$ cat config.mk
export PLATFORM = sky130hd
export DESIGN_NAME = flagged_char_pattern_matcher_flat
export DESIGN_NICKNAME = d
export VERILOG_FILES = /design/src/rtl/core/fcpm_pkg.sv /design/src/rtl/core/fcpm_if.sv /design/src/rtl/core/flagged_char_pattern_matcher.sv /design/src/flat_wrapper.sv
export SDC_FILE = /design/constraint.sdc
export NUM_CORES = 1
export LEC_CHECK = 0
export ABC_AREA = 0
export BUFFER_PORTS_ARGS = -buffer_cell sky130_fd_sc_hd__clkbuf_2
export CAP_MARGIN = 10
export CORE_ASPECT_RATIO = 0.8
export CORE_MARGIN = 1.5
export CORE_UTILIZATION = 35
export CTS_BUF_LIST = sky130_fd_sc_hd__clkbuf_16
export DETAILED_ROUTE_END_ITERATION = 10
export HOLD_SLACK_MARGIN = 0.15
export PLACE_DENSITY = 0.53
export SYNTH_ARGS = -nofsm -noshare
export SYNTH_HDL_FRONTEND = slang
export SYNTH_SLANG_ARGS = --single-unit
$ cat constraint.sdc
create_clock -name clk -period 4.4 [get_ports clk]
set_input_delay 0.66 -clock clk [delete_from_list [all_inputs] [get_ports clk]]
set_output_delay 0.66 -clock clk [all_outputs]
set_load 0.05 [all_outputs]
$ cat src/rtl/core/fcpm_pkg.sv
// ----------------------------------------------------------------------------
// fcpm_pkg
// Shared types and constants of the flagged character pattern matcher.
// ----------------------------------------------------------------------------
package fcpm_pkg;

    localparam int TABLE_DEPTH = 32;
    localparam int COUNT_WIDTH = 16;
    localparam int IDX_W       = $clog2(TABLE_DEPTH);
    localparam int CUR_W       = 6;
    localparam int LEN_W       = 6;

    localparam logic [COUNT_WIDTH-1:0] COUNT_MAX = {COUNT_WIDTH{1'b1}};

    localparam logic [1:0] KIND_LOAD    = 2'd0;
    localparam logic [1:0] KIND_RESTART = 2'd1;
    localparam logic [1:0] KIND_FEED    = 2'd2;

    localparam int F_ALL    = 0;
    localparam int F_EXACT  = 1;
    localparam int F_INVERT = 2;
    localparam int F_KO     = 3;
    localparam int F_TERM   = 4;
    localparam int F_NOCAP  = 5;
    localparam int F_CONS   = 6;
    localparam int F_NOOP   = 7;
    localparam int F_ANY    = 8;
    localparam int F_MANY   = 9;
    localparam int F_OPT    = 10;

    typedef struct packed {
        logic [10:0] flags;
        logic [7:0]  lo;
        logic [7:0]  hi;
    } entry_t;

    typedef struct packed {
        logic [1:0]  kind;
        logic [4:0]  entry_index;
        logic [10:0] entry_flags;
        logic [7:0]  range_low;
        logic [7:0]  range_high;
        logic [7:0]  data_byte;
    } in_item_t;

    typedef struct packed {
        logic        miss_flag;
        logic        processing_flag;
        logic        knockout_flag;
        logic        term_found_flag;
        logic        complete_flag;
        logic [15:0] kept_count;
        logic [15:0] lead_count;
        logic [15:0] tail_count;
        logic [5:0]  cursor_position;
    } out_item_t;

endpackage

$ cat src/rtl/core/fcpm_if.sv
// ----------------------------------------------------------------------------
// fcpm_in_if / fcpm_out_if
// Valid/ready channels of the matcher.
// ----------------------------------------------------------------------------
interface fcpm_in_if;
    import fcpm_pkg::*;
    logic     valid;
    logic     ready;
    in_item_t data;
    modport source (output valid, output data, input ready);
    modport sink   (input valid, input data, output ready);
endinterface

interface fcpm_out_if;
    import fcpm_pkg::*;
    logic      valid;
    logic      ready;
    out_item_t data;
    modport source (output valid, output data, input ready);
    modport sink   (input valid, input data, output ready);
endinterface

$ cat src/rtl/core/flagged_char_pattern_matcher.sv
// ----------------------------------------------------------------------------
// flagged_char_pattern_matcher
// Byte-at-a-time matcher over a loaded table of flagged character classes.
// ----------------------------------------------------------------------------
// channel   dir  content
// in_ch     in   load entry / restart / data byte
// out_ch    out  flags, counts and cursor after each item
// cfg       in   pattern_length write
//
// Load and restart pass straight to the done state. A data byte reads table
// entries from the table memory one at a time, walking forward to the next
// term entry or backward to the start of the term run.
// Reset clears the state and flags; the table stays undefined until loaded.
// A waiting result holds the output register; the next item is taken only
// after the result leaves.
// ----------------------------------------------------------------------------
module flagged_char_pattern_matcher (
    input  logic                  clk,
    input  logic                  rst_n,
    input  logic                  cfg_we,
    input  logic [5:0]            cfg_wdata,
    fcpm_in_if.sink               in_ch,
    fcpm_out_if.source            out_ch
);
    import fcpm_pkg::*;

    typedef enum logic [6:0] {
        ST_IDLE  = 7'b0000001,
        ST_RD    = 7'b0000010,
        ST_EVAL  = 7'b0000100,
        ST_FRD   = 7'b0001000,
        ST_FWD   = 7'b0010000,
        ST_BWD   = 7'b0100000,
        ST_DONE  = 7'b1000000
    } state_t;

    state_t state_reg, state_next;

    entry_t mem [TABLE_DEPTH];
    entry_t rd_reg;
    logic [IDX_W-1:0] rd_addr;
    logic rd_en;

    logic [LEN_W-1:0]       len_reg;
    logic [CUR_W-1:0]       cur_reg, cur_next;
    logic [COUNT_WIDTH-1:0] cap_reg, cap_next, lead_reg, lead_next, tail_reg, tail_next;
    logic miss_reg, miss_next, proc_reg, proc_next, ko_reg, ko_next;
    logic termf_reg, termf_next, cmpl_reg, cmpl_next;
    logic [7:0] byte_reg;
    logic out_valid_reg;

    logic [CUR_W-1:0] end_w;
    assign end_w = (len_reg > CUR_W'(TABLE_DEPTH)) ? CUR_W'(TABLE_DEPTH) : CUR_W'(len_reg);

    function automatic logic [COUNT_WIDTH-1:0] bump(input logic [COUNT_WIDTH-1:0] c);
        return (c == COUNT_MAX) ? c : c + 1'b1;
    endfunction

    logic m;
    always_comb
    begin
        if (rd_reg.flags[F_ALL])
            m = 1'b1;
        else if (rd_reg.flags[F_EXACT])
            m = (byte_reg == rd_reg.lo);
        else
            m = (byte_reg >= rd_reg.lo) && (byte_reg <= rd_reg.hi);
        m = m ^ rd_reg.flags[F_INVERT];
    end

    always_ff @(posedge clk)
    begin
        if (in_ch.valid && in_ch.ready && in_ch.data.kind == KIND_LOAD
            && 32'(in_ch.data.entry_index) < TABLE_DEPTH)
            mem[IDX_W'(in_ch.data.entry_index)] <= {in_ch.data.entry_flags,
                in_ch.data.range_low, in_ch.data.range_high};
        if (rd_en)
            rd_reg <= mem[rd_addr];
    end

    assign in_ch.ready = (state_reg == ST_IDLE) && !out_valid_reg;
    logic accept;
    assign accept = in_ch.valid && in_ch.ready;

    always_comb
    begin
        state_next = state_reg;
        cur_next = cur_reg; cap_next = cap_reg; lead_next = lead_reg; tail_next = tail_reg;
        miss_next = miss_reg; proc_next = proc_reg; ko_next = ko_reg;
        termf_next = termf_reg; cmpl_next = cmpl_reg;
        rd_en = 1'b0;
        rd_addr = cur_reg[IDX_W-1:0];
        unique case (state_reg)
            ST_IDLE:
            begin
                if (accept)
                begin
                    state_next = ST_DONE;
                    if (in_ch.data.kind == KIND_RESTART)
                    begin
                        cur_next = '0; cap_next = '0; lead_next = '0; tail_next = '0;
                        miss_next = 1'b0; proc_next = 1'b0; ko_next = 1'b0;
                        termf_next = 1'b0; cmpl_next = 1'b0;
                    end
                    else if (in_ch.data.kind == KIND_FEED && !miss_reg)
                    begin
                        if (cur_reg < end_w)
                        begin
                            rd_en = 1'b1;
                            state_next = ST_EVAL;
                        end
                        else if (cur_reg == end_w)
                        begin
                            cmpl_next = 1'b1; proc_next = 1'b0;
                        end
                    end
                end
            end
            ST_RD:
            begin
                rd_en = 1'b1;
                state_next = ST_EVAL;
            end
            ST_EVAL:
            begin
                state_next = ST_DONE;
                if (m)
                begin
                    if (rd_reg.flags[F_KO])
                    begin
                        if (!rd_reg.flags[F_NOCAP] || rd_reg.flags[F_CONS])
                            tail_next = bump(tail_reg);
                        if (rd_reg.flags[F_NOOP] || cap_reg == '0)
                        begin
                            miss_next = 1'b1;
                            cur_next = '0;
                        end
                        else
                        begin
                            proc_next = 1'b0; ko_next = 1'b1;
                            state_next = ST_FWD;
                        end
                    end
                    else
                    begin
                        proc_next = 1'b1;
                        if (rd_reg.flags[F_NOCAP])
                        begin
                            if (cap_reg == '0)
                                lead_next = bump(lead_reg);
                            else if (cur_reg + 1'b1 == end_w)
                                tail_next = bump(tail_reg);
                            else
                                cap_next = bump(cap_reg);
                        end
                        else
                            cap_next = bump(cap_reg);
                        if (rd_reg.flags[F_ANY] || rd_reg.flags[F_MANY])
                        begin
                            termf_next = 1'b1;
                            state_next = ST_BWD;
                        end
                        else
                        begin
                            termf_next = 1'b0;
                            state_next = ST_FWD;
                        end
                    end
                end
                else if (rd_reg.flags[F_KO] || rd_reg.flags[F_OPT] ||
                         ((rd_reg.flags[F_MANY] || rd_reg.flags[F_ANY]) &&
                          !(rd_reg.flags[F_TERM] && !termf_reg)))
                begin
                    cur_next = cur_reg + 1'b1;
                    if (cur_reg + 1'b1 < end_w)
                        state_next = ST_RD;
                    else
                    begin
                        cmpl_next = 1'b1; proc_next = 1'b0;
                    end
                end
                else
                begin
                    proc_next = 1'b0; cur_next = '0; cap_next = '0; lead_next = '0;
                end
                if (state_next == ST_FWD || state_next == ST_BWD)
                    state_next = state_t'(state_next);
            end
            ST_FWD:
            begin
                if (rd_reg.flags[F_TERM])
                begin
                    cur_next = cur_reg + 1'b1;
                    state_next = ST_DONE;
                    if (cur_reg + 1'b1 == end_w)
                    begin
                        cmpl_next = 1'b1; proc_next = 1'b0;
                    end
                end
                else if (cur_reg + 1'b1 < end_w)
                begin
                    cur_next = cur_reg + 1'b1;
                    rd_addr = cur_next[IDX_W-1:0];
                    rd_en = 1'b1;
                    state_next = ST_FRD;
                end
                else
                begin
                    cur_next = end_w;
                    cmpl_next = 1'b1; proc_next = 1'b0;
                    state_next = ST_DONE;
                end
            end
            ST_FRD:
            begin
                state_next = ST_FWD;
            end
            ST_BWD:
            begin
                if (cur_reg == '0)
                    state_next = ST_DONE;
                else
                begin
                    rd_addr = IDX_W'(cur_reg - 1'b1);
                    rd_en = 1'b1;
                    state_next = ST_DONE;
                    if (rd_en && state_reg == ST_BWD)
                        state_next = ST_DONE;
                end
            end
            ST_DONE:
            begin
                state_next = ST_IDLE;
            end
            default:
            begin
                state_next = ST_IDLE;
            end
        endcase
    end

    // backward scan: check the entry read last cycle, step until term flag
    logic bwd_chk_reg;
    always_ff @(posedge clk or negedge rst_n)
    begin
        if (!rst_n)
        begin
            state_reg <= ST_IDLE;
            bwd_chk_reg <= 1'b0;
            len_reg <= LEN_W'(1);
            cur_reg <= '0; cap_reg <= '0; lead_reg <= '0; tail_reg <= '0;
            miss_reg <= 1'b0; proc_reg <= 1'b0; ko_reg <= 1'b0;
            termf_reg <= 1'b0; cmpl_reg <= 1'b0;
            out_valid_reg <= 1'b0;
        end
        else
        begin
            if (cfg_we)
                len_reg <= cfg_wdata;
            cap_reg <= cap_next; lead_reg <= lead_next; tail_reg <= tail_next;
            miss_reg <= miss_next; proc_reg <= proc_next; ko_reg <= ko_next;
            termf_reg <= termf_next; cmpl_reg <= cmpl_next;
            if (state_reg == ST_BWD && cur_reg != '0)
            begin
                if (bwd_chk_reg && rd_reg.flags[F_TERM])
                begin
                    bwd_chk_reg <= 1'b0;
                    state_reg <= ST_DONE;
                    cur_reg <= cur_reg;
                end
                else
                begin
                    if (bwd_chk_reg)
                        cur_reg <= cur_reg - 1'b1;
                    else
                        cur_reg <= cur_reg;
                    bwd_chk_reg <= !bwd_chk_reg;
                    state_reg <= ST_BWD;
                end
            end
            else
            begin
                bwd_chk_reg <= 1'b0;
                state_reg <= state_next;
                cur_reg <= cur_next;
            end
            if (state_reg == ST_DONE)
                out_valid_reg <= 1'b1;
            else if (out_ch.ready)
                out_valid_reg <= 1'b0;
        end
    end

    always_ff @(posedge clk)
    begin
        if (accept)
            byte_reg <= in_ch.data.data_byte;
    end

    assign out_ch.valid = out_valid_reg;
    assign out_ch.data = '{miss_flag: miss_reg, processing_flag: proc_reg,
        knockout_flag: ko_reg, term_found_flag: termf_reg, complete_flag: cmpl_reg,
        kept_count: cap_reg, lead_count: lead_reg, tail_count: tail_reg,
        cursor_position: cur_reg};

    a_no_accept_busy: assert property (@(posedge clk) disable iff (!rst_n)
        (state_reg != ST_IDLE) |-> !in_ch.ready) else $error("busy accept");
    a_cursor_range: assert property (@(posedge clk) disable iff (!rst_n)
        (state_reg == ST_EVAL) |-> (cur_reg < end_w)) else $error("cursor range");
    a_out_after_done: assert property (@(posedge clk) disable iff (!rst_n)
        (state_reg == ST_DONE) |=> out_valid_reg) else $error("lost result");

endmodule

$ cat src/flat_wrapper.sv
// flat-port wrapper written by rule: the top's interface ports become plain ports
module flagged_char_pattern_matcher_flat import fcpm_pkg::*;
  (clk, rst_n, cfg_we, cfg_wdata, in_ch_valid, in_ch_data, in_ch_ready, out_ch_valid, out_ch_data, out_ch_ready);
  fcpm_in_if in_ch_i ();
  fcpm_out_if out_ch_i ();
  input  logic clk;
  input  logic rst_n;
  input  logic cfg_we;
  input  logic [5:0] cfg_wdata;
  input wire logic [$bits(in_ch_i.valid)-1:0] in_ch_valid;
  input wire logic [$bits(in_ch_i.data)-1:0] in_ch_data;
  output wire logic [$bits(in_ch_i.ready)-1:0] in_ch_ready;
  output wire logic [$bits(out_ch_i.valid)-1:0] out_ch_valid;
  output wire logic [$bits(out_ch_i.data)-1:0] out_ch_data;
  input wire logic [$bits(out_ch_i.ready)-1:0] out_ch_ready;
  assign in_ch_i.valid = in_ch_valid;
  assign in_ch_i.data = in_ch_data;
  assign in_ch_ready = in_ch_i.ready;
  assign out_ch_valid = out_ch_i.valid;
  assign out_ch_data = out_ch_i.data;
  assign out_ch_i.ready = out_ch_ready;
  flagged_char_pattern_matcher u_core (.clk(clk), .rst_n(rst_n), .cfg_we(cfg_we), .cfg_wdata(cfg_wdata), .in_ch(in_ch_i), .out_ch(out_ch_i));
endmodule
==> reports/metrics.yaml, run 1 <==
floorplan:
  die_w_um: 384
  start_util: 0.354
  dieArea_um2: 118000
  num_io_pins: 114
  core_um2: 115000
  num_rows: 111
  die_y_um: 308
sta:
  tightest_slew_ps: 962
  setup_slack_ps: 263
  grt_setup_unrepaired: "no"
  max_freq_ghz: 0.242
  hold_viol: 0
  post-route-min-period_ps: 4140
  setup_viol: 0
  timing.hold.ws_ps: 203
  slew_headroom: 0.359
  fin_crit_sh: 0.940
  finClkSkew_ps: 21.0
  slew_violations: 0
  tns_ps: 0
power_and_ir_drop:
  static-leakage-power_nw: 16.8
  p_int_mw: 17.4
  switching_power_mw: 8.27
  sw_frac_of_total: 0.323
  power_density_nw_per_um2: 538
  peakVddDrop_mv: 0.347
  power_frac_clock: 0.310
  p_comb_frac: 0.281
  p_seq_frac: 0.408
final_layout:
  fin_nets: 3097
  final_cell_mix: "edfxtp_1 (899), nand3_1 (320), mux2i_1 (296), nand2_1 (267), o21ai_0 (137)"
  drive_above_1_share: 0.161
  fill_cells: 10406
  stdcell_area_um2: 47700
  layout_commonest_cell: "edfxtp_1"
  largest_reg_flops: 864
  post-route-util: 0.415
  syn_to_final_growth_pct: 17.2
synth:
  synthesis.instances: 2813
  synth-edff-count: 899
  async_reset_ff_frac: 0.0761
  ys_types: 84
  ys_warn_count: 0
  syn-num-nets: 2901
  synth_seq_cells: 973
  ys_seq_area_frac: 0.709
  synth_area_um2: 40700
  ys.flop_type: "edfxtp_1"
  synth.avg_cell_area_um2: 14.5
global_routing:
  overflow: 0
  antenna_found_initial: 5
  grt_first_pass_wirelength_mm: 174
  grt_usage: 0.202
  first_global_vias: 25282
  grt_max_degree: 111
cts:
  ctsLongestPathBuffers: 3
  htreeDepth: 3
  cts_tree: "built"
  clkTransAtPathRegs_ps: 60
  clock_sinks: 973
  cts_root_buffer: "clkbuf_16"
  clock_latency_ps: 690
  numCtsBuffers: 98
critical_path:
  cp_slowest_cell: "xnor2_4"
  path_cells: "buf_4 > nand3_1 > nor2_1 > xnor2_1 > inv_1 > ha_1 > and4_1 > o21a_1 > buf_4 > o41ai_4 > buf_4 > xnor2_4 > buf_12 > buf_12 > mux2i_1 > a32oi_1 > nand4_1"
  path_buf_inv: 6
  critical_path_class: "reg -> reg"
  path_max_fanout: 32
  start_kind: "flop"
  arrival_ps: 4540
  required_ps: 4810
  cpPeakStageDelay_ps: 460
  critPathTopFamily: "buffers and inverters"
  endpoint_kind: "flop"
  crit_top_cell: "buf_4"
placement:
  numPortBuffers: 113
  placed_cell_area_um2: 44300
  gp_congestion: 0.867
  dpl.hpwl_mm: 73.1
  place_ws_ps: 72.1
detailed_routing:
  wirelength_mm: 122
  vias: 25984
  via_per_inst: 5.63
  drcViolationCount: 0
  routedWlPerCell_um: 26.4
  first_pass_iters: 5
  detail-route-antenna-nets: 0
  dr.first_iter.drc_count: 2513
status:
  outcome: "finished, final reports clean"
flow_run:
  cap_violations: 0
min_path:
  hold_path_class: "in -> reg"
power by group through the flow:
| stage | Sequential (mW) | Combinational [mW] | Clock (mW) |
|---|---|---|---|
| 4_1_cts | 10.5 | 6.91 | 8.11 |
| 2_1_floorplan | 10.7 | 4.13 | 0 |
| 3_3_place_gp | 10.7 | 6.80 | 0 |
| 6_report | 10.5 | 7.21 | 7.95 |
| 3_5_place_dp | 10.7 | 6.88 | 0 |
| 5_1_grt | 10.5 | 7.69 | 8.48 |
timing repair:
action,CTS,global route
hold endpoints to repair,51,0
endpoints found under the setup margin,0,27
setup buffers,0,12
hold buffers,7,0
gates resized for setup,0,5
cell type report:
type,count,area [um^2],area share
diodes,4,10.0,0.000210
clock buffers,98,2450,0.0515
clock inverters,83,547,0.0115
multi-input cells,1618,11200,0.235
inverters,40,163,0.00341
well taps,1525,1910,0.0400
flip-flops and latches,973,28900,0.605
repair buffers,278,2540,0.0533
final timing paths:
| kind | from | endpoint | slack, ps | cells after the start |
|---|---|---|---|---|
| max | u_core.cur_reg[0] | u_core.rd_reg[23] | 260 | 17 |
| min | in_ch_data[7] | u_core.byte_reg[7] | 200 | 1 |
| max reg2reg | u_core.cur_reg[0] | u_core.rd_reg[23] | 260 | 17 |
| min reg2reg | u_core.bwd_chk_reg | u_core.bwd_chk_reg | 510 | 1 |
| max in group asynchronous | rst_n | u_core.tail_reg[7] | 3020 | 3 |
| min in group asynchronous | rst_n | u_core.tail_reg[0] | 550 | 2 |
synthesized netlist by cell type, drive strengths merged (35+ instances only):
cell,number,share of area
nor2,89,0.0084
nand3,323,0.040
mux2i,296,0.073
nand2,268,0.025
nand4,35,0.0054
inv,39,0.0036
o21ai,152,0.019
a21oi,37,0.0047
buf,86,0.012
dfrtp,72,0.044
ha,35,0.011
a32oi,135,0.029
edfxtp,899,0.66
clkbuf,96,0.0089
worst reg2reg max path, cell delays in order, from the launching register on:
cell and delay (ps):
dfrtp_1 360, buf_4 200, nand3_1 140, nor2_1 160, xnor2_1 160, inv_1 70, ha_1 290, and4_1 240
o21a_1 210, buf_4 170, o41ai_4 70, buf_4 200, xnor2_4 460, buf_12 310, buf_12 280, mux2i_1 190
a32oi_1 240, nand4_1 130
metrics by stage:
| step | instances | power [mW] |
|---|---|---|
| floorplan | 2813 | 14.8 |
| global placement | 4412 | 17.5 |
| detailed placement | 4412 | 17.5 |
| CTS | 4600 | 25.5 |
| global route | 4615 | 26.6 |
| finish | 4619 | 25.6 |
layer usage:
| metal | vias to the layer above | track usage | wire length [um] |
|---|---|---|---|
| met5 | - | 0 | 47 |
| met4 | 8 | 0.0495 | 2470 |
| met2 | 1166 | 0.295 | 52600 |
| met1 | 13260 | 0.286 | 53500 |
| li1 | 11373 | - | - |
| met3 | 177 | 0.0712 | 13600 |
cell families (layout without fill, tap and decap cells):
group | count (synthesis) | after routing | synth area share
fa+ha+maj | 35 | 35 | 0.0108
xor+xnor | 24 | 24 | 0.00554
mux | 302 | 302 | 0.0745
compound gates | 422 | 422 | 0.0735
flops | 973 | 973 | 0.709
simple gates | 835 | 835 | 0.101
other cells | 0 | 4 | 0
buf+inv | 222 | 499 | 0.0248
Note: power is estimated with default switching activity, not from simulation.
==> run 2, diff against run 1 <==
Settings changed: BUFFER_PORTS_ARGS -buffer_cell sky130_fd_sc_hd__clkbuf_2 to default, CORE_MARGIN 1.5 to 2, DONT_BUFFER_PORTS from default to 1, PLACE_DENSITY 0.53 to 0.52, RECOVER_POWER from default to 100.
==> run 2 against run 1 <==
Against the previous run:
- the flow now finishes with violations (max-capacitance violations, max-slew violations)
- via count fell by 1.0%
- clock power grew 2%
- wire length is 0.13% higher
- sequential cell count is the same
- sequential share of layout area increased by 0.59 points
- design area fell by 0.96%
- worst hold slack gained 61 ps
- combinational power shrank 0.6%
- critical path type unchanged
- critical endpoint is now u_core.rd_reg[12]
- largest cell class unchanged
- largest power group unchanged
- highest routed layer unchanged
==> reports/metrics.yaml, run 2 (synthesis results as in run 1) <==
global_routing:
  grt_use_met2: 0.293  # -0.00195
  grt-busiest-layer: "met1"
  grt_max_degree: 110  # -0.90%
  overflow: 0  # unchanged
  first_global_vias: 24916  # -1.4%
  use_met1: 0.301  # +0.0146
  grt_usage: 0.201  # -0.00153
  antenna_found_initial: 1  # -4
  grt_first_pass_wirelength_mm: 175  # +0.42%
  grt_util_met3: 0.0489  # -0.0222
sta:
  setup_viol: 0  # unchanged
  setup_slack_ps: 207  # -56.3 ps
  hold_viol: 0  # unchanged
  slew_violations: 636  # +636
  fin_crit_sh: 0.953  # +0.0128
  slew_headroom: -0.327  # -0.685
  tns_ps: 0  # unchanged
  post-route-min-period_ps: 4190  # +56.3 ps
  tightest_slew_ps: 1990  # +1030 ps
  finClkSkew_ps: 29.1  # +8.07 ps
  max_freq_ghz: 0.238  # -1.3%
  grt_setup_unrepaired: "yes"
placement:
  dpl.hpwl_mm: 70.3  # -3.8%
  dp_cells: 4281  # -3.0%
  place_ws_ps: 33.3  # -38.9 ps
  gp_congestion: 0.882  # +1.8%
  numPortBuffers: 0  # -100%
final_layout:
  largest_reg_flops: 864  # unchanged
  syn_to_final_growth_pct: 16.0
  diodes: 0  # -4
  final_cell_mix: "edfxtp_1 (899), nand3_1 (310), mux2i_1 (295), nand2_1 (267), o21ai_0 (137)"
  drive_above_1_share: 0.126  # -0.0346
  fin_nets: 3010  # -2.8%
  layout_commonest_cell: "edfxtp_1"
  fin_cells: 4520  # -2.1%
power_and_ir_drop:
  power_density_nw_per_um2: 547  # +1.7%
  peakVddDrop_mv: 0.317  # -8.7%
  static-leakage-power_nw: 16.3  # -2.8%
floorplan:
  num_io_pins: 114  # unchanged
  start_util: 0.354  # unchanged
  die_y_um: 309  # +0.32%
  dieArea_um2: 119000  # +0.59%
  num_rows: 111  # unchanged
  core_um2: 115000  # unchanged
  die_w_um: 385  # +0.26%
cts:
  cts_tree: "built"
  ctsLongestPathBuffers: 3  # unchanged
  cts_root_buffer: "clkbuf_16"
  numCtsBuffers: 97  # -1.0%
  clock_sinks: 973  # unchanged
  clkTransAtPathRegs_ps: 60  # about the same
  htreeDepth: 3  # unchanged
  clock_latency_ps: 710  # +20 ps
critical_path:
  reg2reg_to: "u_core.rd_reg[12]"
  path_max_fanout: 22  # -31%
  critical_path_class: "reg -> reg"
  arrival_ps: 4620  # +80 ps
  endpoint_kind: "flop"
  rr_worst_depth: 18  # +1
  r2r-start: "u_core.cur_reg[0]"
  critPathLaunch: "u_core.cur_reg[0]"
  cp-endpoint: "u_core.rd_reg[12]"
  rrSetupSlack_ps: 210  # -60 ps
  start_kind: "flop"
  required_ps: 4830  # +20 ps
min_path:
  hold_path_class: "in -> reg"
flow_run:
  cap_violations: 18  # +18
status:
  violations: "max-capacitance violations, max-slew violations"
  outcome: "finished with violations"
detailed_routing:
  drcViolationCount: 0  # unchanged
  via_per_inst: 5.69  # +1.1%
  first_pass_iters: 5  # unchanged
  vias: 25718  # -1.0%
  detail-route-antenna-nets: 0  # unchanged
  routedWlPerCell_um: 27.0  # +2.3%
  wirelength_mm: 122  # +0.13%
  dr.first_iter.drc_count: 2747  # +9.3%
[run 2: how the worst min path moves through the flow]
stage | cells past startpoint | to | slack, ps | startpoint
after global routing | 2 | u_core.cmpl_reg | 250 | in_ch_valid
final | 2 | u_core.cmpl_reg | 260 | in_ch_valid
after detailed placement | 0 | u_core.len_reg[3] | 370 | rst_n
after floorplan | 0 | u_core.bwd_chk_reg | 360 | rst_n
after global placement | 0 | u_core.len_reg[4] | 370 | rst_n
after CTS | 1 | u_core.mem[4][6] | 210 | in_ch_data[14]
[run 2: cell type report]
type / instances / area, um^2
fillers: 10404 / 67700
flip-flops and latches: 973 / 28900
multi-input cells: 1618 / 11300
clock buffers: 97 / 2430
repair buffers: 192 / 1940
well taps: 1525 / 1910
clock inverters: 75 / 636
inverters: 40 / 163
[run 2: power breakdown]
part	total (mW)	internal (mW)	switching, mW
logic	7.17	2.65	4.53
registers	10.6	10.3	0.216
clock network	8.08	4.49	3.59
total	25.8	17.5	8.33
[run 2: worst max-delay path, cell delays in order (launching register included)]
cell     delay [ps]
dfrtp_1         400
buf_12          190
nand3_1         130
nor2_1          150
xnor2_1         160
inv_1            70
ha_1            290
and4_1          230
o21a_1          150
buf_4           160
o41a_1          470
o21ai_4         140
buf_12          200
buf_12          140
buf_12          180
mux2i_2         320
a32oi_1         100
nand3_1         250
nand4_1         150
[run 2: layer usage]
layer,wire length (um),share of wire
met1,55800,0.46
met2,52700,0.43
met3,11600,0.095
met4,2120,0.017
met5,13,0.00011
[run 2: repair_timing]
| action | CTS | global route |
|---|---|---|
| hold buffers | 45 | 0 |
| setup buffers | 0 | 18 |
| endpoints found under the hold margin | 953 | 0 |
| gates cloned | 0 | 4 |
| resized for setup | 1 | 32 |
| pin swaps | 1 | 6 |
| setup endpoints to repair | 1 | 26 |
[run 2: through the flow]
stage,power (mW),util,hold slack (ps),cell area [um^2]
detailed placement,17.2,0.378,367,43400
floorplan,14.8,-,364,40700
global placement,17.2,0.378,366,43400
finish,25.8,0.411,264,47200
CTS,25.5,0.410,207,47100
global route,26.8,0.411,250,47200
